[src/rtl/pwm_pkg.sv]
`timescale 1ns / 1ps
// ----------------------------------------------------------------------------
// pwm_pkg
// Shared types and constants for the post/wait match table.
// ----------------------------------------------------------------------------
package pwm_pkg;

    // Number of cells in the table and the width of the fill count.
    localparam int TABLE_DEPTH = 64;
    localparam int CNT_W       = $clog2(TABLE_DEPTH + 1);

    // Operation codes carried by an input item.
    typedef enum logic [1:0] {
        OP_POST          = 2'd0,
        OP_WAIT_ANY      = 2'd1,
        OP_WAIT_NODE     = 2'd2,
        OP_WAIT_NODE_TAG = 2'd3
    } op_t;

    // Status codes carried by a result item.
    typedef enum logic [1:0] {
        ST_DONE = 2'd0,
        ST_NONE = 2'd1,
        ST_FULL = 2'd2
    } status_t;

    // Sequencer states.
    typedef enum logic {
        S_IDLE,
        S_EXEC
    } state_t;

    // One table entry.
    typedef struct packed {
        logic [15:0] node;
        logic [31:0] tag;
    } entry_t;

    // Per-cell control from the sequencer.
    typedef struct packed {
        logic capture;   // latch the compare result of the arriving item
        logic occupied;  // cell lies below the fill count
        logic use_tag;   // compare the tag as well as the node
        logic load;      // write the posted entry into this cell
        logic shift_en;  // compaction of a removed entry is under way
    } cell_ctrl_t;

endpackage

[src/rtl/pwm_cell.sv]
`timescale 1ns / 1ps
// ----------------------------------------------------------------------------
// pwm_cell
// One slot of the table: holds an entry, compares it with an arriving wait
// and takes its upper neighbor's entry when the table closes a gap.
// ----------------------------------------------------------------------------
module pwm_cell (
    input  logic                aclk,
    input  pwm_pkg::cell_ctrl_t ctrl,
    input  pwm_pkg::entry_t     req_in,     // entry of the arriving item
    input  pwm_pkg::entry_t     post_in,    // entry to store on a post
    input  pwm_pkg::entry_t     upper_in,   // entry of the next newer cell
    input  logic                above_in,   // some newer cell matched
    output pwm_pkg::entry_t     data_out,
    output logic                above_out
);

    pwm_pkg::entry_t data_reg;
    logic            match_reg;
    logic            match_next;
    logic            shift;

    // Compare against the arriving item.
    always_comb begin
        match_next = ctrl.occupied && (data_reg.node == req_in.node) &&
                     (!ctrl.use_tag || (data_reg.tag == req_in.tag));
    end

    always_ff @(posedge aclk) begin
        if (ctrl.capture) begin
            match_reg <= match_next;
        end
    end

    // The newest match and every cell above it move down by one place.
    assign shift = ctrl.shift_en && !above_in;

    always_ff @(posedge aclk) begin
        if (ctrl.load) begin
            data_reg <= post_in;
        end else if (shift) begin
            data_reg <= upper_in;
        end
    end

    assign data_out  = data_reg;
    assign above_out = above_in | match_reg;

endmodule

[config.mk]
export PLATFORM = sky130hd
export DESIGN_NAME = pwm_cell
export DESIGN_NICKNAME = d
export VERILOG_FILES = /design/src/rtl/pwm_pkg.sv /design/src/rtl/pwm_cell.sv
export SDC_FILE = /design/constraint.sdc
export NUM_CORES = 1
export LEC_CHECK = 0
export BUFFER_PORTS_ARGS = -buffer_cell sky130_fd_sc_hd__clkbuf_2
export CAP_MARGIN = 20
export CORE_MARGIN = 8
export CORE_UTILIZATION = 43
export DETAILED_ROUTE_END_ITERATION = 7
export GPL_TIMING_DRIVEN = 0
export MAX_ROUTING_LAYER = met4
export PLACE_DENSITY = 0.86
export SETUP_SLACK_MARGIN = 0.2
export SKIP_CTS_REPAIR_TIMING = 1
export SYNTH_ARGS = -nofsm -noshare
export SYNTH_HDL_FRONTEND = slang
export SYNTH_SLANG_ARGS = --single-unit
export TNS_END_PERCENT = 10
[constraint.sdc]
create_clock -name aclk -period 3.7 [get_ports aclk]
set_input_delay 0.37 -clock aclk [delete_from_list [all_inputs] [get_ports aclk]]
set_output_delay 0.37 -clock aclk [all_outputs]
set_load 0.05 [all_outputs]
Word level (Yosys, flattened, before mapping):

Cells that the tools add are included.

* output and inout bits: 49
* flip-flop bits (word level): 49
* input port bits: 151
* logic and storage cells: 15

* equal/unequal tests: 2
* reduce and logical (&&, ||, !) cells: 7
* bitwise gates (word level): 1
* mux-type cells: 2

Operators by type and width (count)
* 48-bit 2-to-1 mux: 2
* 32-bit == test: 1
* 16-bit == test: 1
* 1-bit logical AND: 3
* 1-bit logical NOT: 2
* 2-bit nonzero test: 1
* 1-bit logical OR: 1
* 1-bit OR: 1

Depth between registers and ports, before layout:

* word-level depth: 4
* mapped depth: 5
* depth with buffers taken out: 5

Worst setup path before layout:

Ideal clock, no wire load.

* path type: input to register
* from: input port ctrl[1] in the netlist's numbering
* to: register data_reg (netlist bit data_out[0]) (enable)
* data arrival time: 1.709 ns
* slack: 1.587 ns
* path buffers: 2
* setup time: 0.404 ns
* stages: 3
* required time: 3.296 ns
* cells stage by stage: buf_4 -> buf_4 -> a21o_1

* word-level cells in the longest chain between the ends: 1

Ends and longest elaborated chain
* start, declared: RTL line pwm_cell.sv:9 `input pwm_pkg::cell_ctrl_t ctrl,`
* 2-bit nonzero test (no source line)
* end signal, assigned: RTL line pwm_cell.sv:40 `data_reg <= post_in;`
* end signal, assigned: RTL line pwm_cell.sv:42 `data_reg <= upper_in;`
* end, declared: RTL line pwm_cell.sv:18 `pwm_pkg::entry_t data_reg;`

No other way between the ends.
A chain may end at the register's enable or synchronous reset.

Worst setup path in the final report:

* from: register match_reg
* to: output port above_out

* word-level cells in the longest chain between the ends: 1

Ends and longest elaborated chain
* start, declared: RTL line pwm_cell.sv:19 `logic match_reg;`
* start signal, assigned: RTL line pwm_cell.sv:31 `match_reg <= match_next;`
* 1-bit OR: RTL line pwm_cell.sv:47 `assign above_out = above_in | match_reg;`
* end, declared: RTL line pwm_cell.sv:15 `output logic above_out`

No other way between the ends.

==> key figures <==
Outcome
  • Outcome: completed

Synth
  • Synth Area per Inst: 15.1 um^2
  • Yosys cell types: 13
  • Yosys top cell area share: 56.8%
  • Xor/xnor share of the synthesized area: 16.2%
  • Post-synthesis sequential area ratio: 56.8%
  • Adder-cell share of the synthesized area: 0%
  • Flops & latches, synth: 49
  • Area leader, netlist: edfxtp_1
  • Synth area leaders: edfxtp_1, mux2_2, xnor2_1, nand4_1, nor4_1
  • Synth Instances: 171
  • Yosys Warn Count: 0
  • Post-Syn Area: 2590 um^2
  • Main combinational cell family by area after synthesis: multiplexers
  • Post-synthesis simple-gate area fraction: 4.15%
  • Post-synthesis compound-gate area fraction: 0.628%
  • Post-synthesis mux area share: 20.9%
  • Mapped Nets: 322

Global route
  • Vias in the first global route: 2,486
  • Largest net degree at the start of global routing: 26
  • All-Layer GR Usage: 18.8%
  • Number of antenna violations at the first check in global routing: 0
  • First-pass GRT wire length: 12,300 um
  • GR Overflow Total: 0

Floorplan
  • IO Count: 200
  • Starting Density: 44.0%
  • Core Area: 5890 um^2
  • Chip Width: 93.6 um
  • Die area: 8760 um^2
  • Row count: 28
  • Die Y-Extent: 93.6 um

Critical path
  • Req. time, crit path: 3330 ps
  • Crit end category: output port
  • RR Startpoint: data_out[26]$_DFFE_PP_
  • Startpoint class of the critical path: register
  • Cell depth of the worst flop-to-flop path: 5
  • FF-to-FF End: match_reg$_DFFE_PP_
  • CP Data Arrival Time: 1210 ps
  • Type of the worst setup path: reg2out
  • Crit Path Max Fanout: 1
  • FF-to-FF setup slack: 2220 ps

CTS
  • Max Buffers Root-to-Sink: 2
  • Clock Pin Slew Worst Setup and Hold Paths: 90 ps
  • H-tree Lvls: 2
  • Worst skew pair latency: 290 ps
  • CTS tree: built
  • CTS root buffer: clkbuf_8
  • Clk sinks: 49
  • Num CTS Buffers: 5

Placement
  • HPWL Detailed: 7360 um
  • Gp weighted congestion: 0.936
  • I/O Buffers: 198
  • Pre-CTS WS: 1830 ps

STA
  • Unrepaired setup endpoints after global routing: no
  • Setup TNS: 0 ps
  • Final Setup Violations: 0
  • Final worst path period share: 42.7%
  • Slew HR: 61.0%
  • Max Slew Vio Count: 0
  • Minimum clock period: 1580 ps
  • Endpoints failing hold: 0
  • Fin Clk Skew: 6.84 ps
  • Final setup margin: 2120 ps
  • Achievable Freq: 0.633 GHz
  • Tightest Pin Transition: 586 ps

Route
  • Iter 0 DRT Violations: 35
  • Final wirelength: 8400 um
  • Via count: 2,237
  • DR pass1 iterations: 4
  • DRC Markers: 0
  • Via density: 4.94
  • Routed len/inst: 18.5 um
  • Final ANT Viol Nets: 0

Run
  • Max-Cap Viols: 0

Finish
  • Final core utilization: 64.3%
  • Area delta synth->final: 46.1%
  • Share of cells above drive strength 1: 69.0%
  • Antenna Cells: 0
  • Final net count: 528
  • Max FFs per register: 48

Worst hold path
  • Min-Delay Endpoint: match_reg$_DFFE_PP_
  • HP Class: in2reg
  • Cells on Worst Hold Path: 1
  • Hold path start: ctrl[4]

Power
  • Leakage: 1.70 nW
  • Peak VDD IR: 205 uV
  • PwrDens: 410 nW/um^2
## routing by layer
layer	global-route usage [%]	vias up	part of all wire, %	wire length, um
met2	35.4	120	55	4580
met4	5.68	0	1.5	127
li1	-	1050	-	-
met3	3.37	11	7.5	629
met1	19.2	1056	36	3060
met5	-	-	0	0
## worst max-delay path by stage
stage                            from                endpoint  slack, ps  cells after the start
6_report          match_reg$_DFFE_PP_               above_out       2120                      2
5_1_grt        data_out[26]$_DFFE_PP_     match_reg$_DFFE_PP_       2060                      5
4_1_cts           match_reg$_DFFE_PP_               above_out       2120                      2
3_5_place_dp                  ctrl[1]  data_out[25]$_DFFE_PP_       1830                      4
3_3_place_gp                  ctrl[1]  data_out[26]$_DFFE_PP_       1090                      3
2_1_floorplan                 ctrl[1]   data_out[0]$_DFFE_PP_       1590                      3
## layout by cell type, fill, tap and decap left out, drive strengths merged
| master | count |
|---|---|
| clkbuf | 203 |
| edfxtp | 49 |
| mux2 | 48 |
| xnor2 | 48 |
| nand4 | 11 |
| buf | 6 |
| nor4 | 3 |
| clkinv | 3 |
| nand3 | 2 |
| or2 | 1 |
| nand2 | 1 |
| a21oi | 1 |
| inv | 1 |
| a21o | 1 |
## worst max-delay path: stages (launching register included)
cell and delay, ps:
edfxtp_1 380, or2_2 310, clkbuf_2 240
## cell families after synthesis
group | count (synthesis)
AO/OA/AOI/OAI | 2
XOR/XNOR | 48
buffers and inverters | 6
flip-flops | 49
multiplexers | 48
AND/OR/NAND/NOR | 18
## stage by stage
stage               instances  total power, mW  hold slack, ps  area, um^2
floorplan                 171             1.09             482        2590
global placement          444             1.26             570        3670
detailed placement        445             1.28             571        3700
CTS                       453             1.57             269        3780
global route              453             1.61             273        3780
finish                    453             1.55             273        3780
## Yosys cell counts
cell and n:
edfxtp_1 49, mux2_2 48, xnor2_1 48, nand4_1 11, buf_2 3, nor4_1 3, buf_4 2, nand3_1 2
a21o_1 1, a21oi_2 1, inv_1 1, nand2_1 1, or2_2 1
## power by group
group | total [mW] | switching (mW) | internal [mW]
Combinational | 0.530 | 0.336 | 0.194
Sequential | 0.731 | 0.0437 | 0.687
Clock | 0.291 | 0.163 | 0.128
Total | 1.55 | 0.543 | 1.01
## cell type report
type	instances	area (um^2)
plain buffers	5	30.0
inverters	1	3.75
fillers	473	2100
clock buffers	5	68.8
well taps	75	93.8
repair buffers	199	1020
flip-flops and latches	49	1470
multi-input cells	116	1090
clock inverters	3	12.5
No activity file was read; power rests on OpenSTA's default activity.
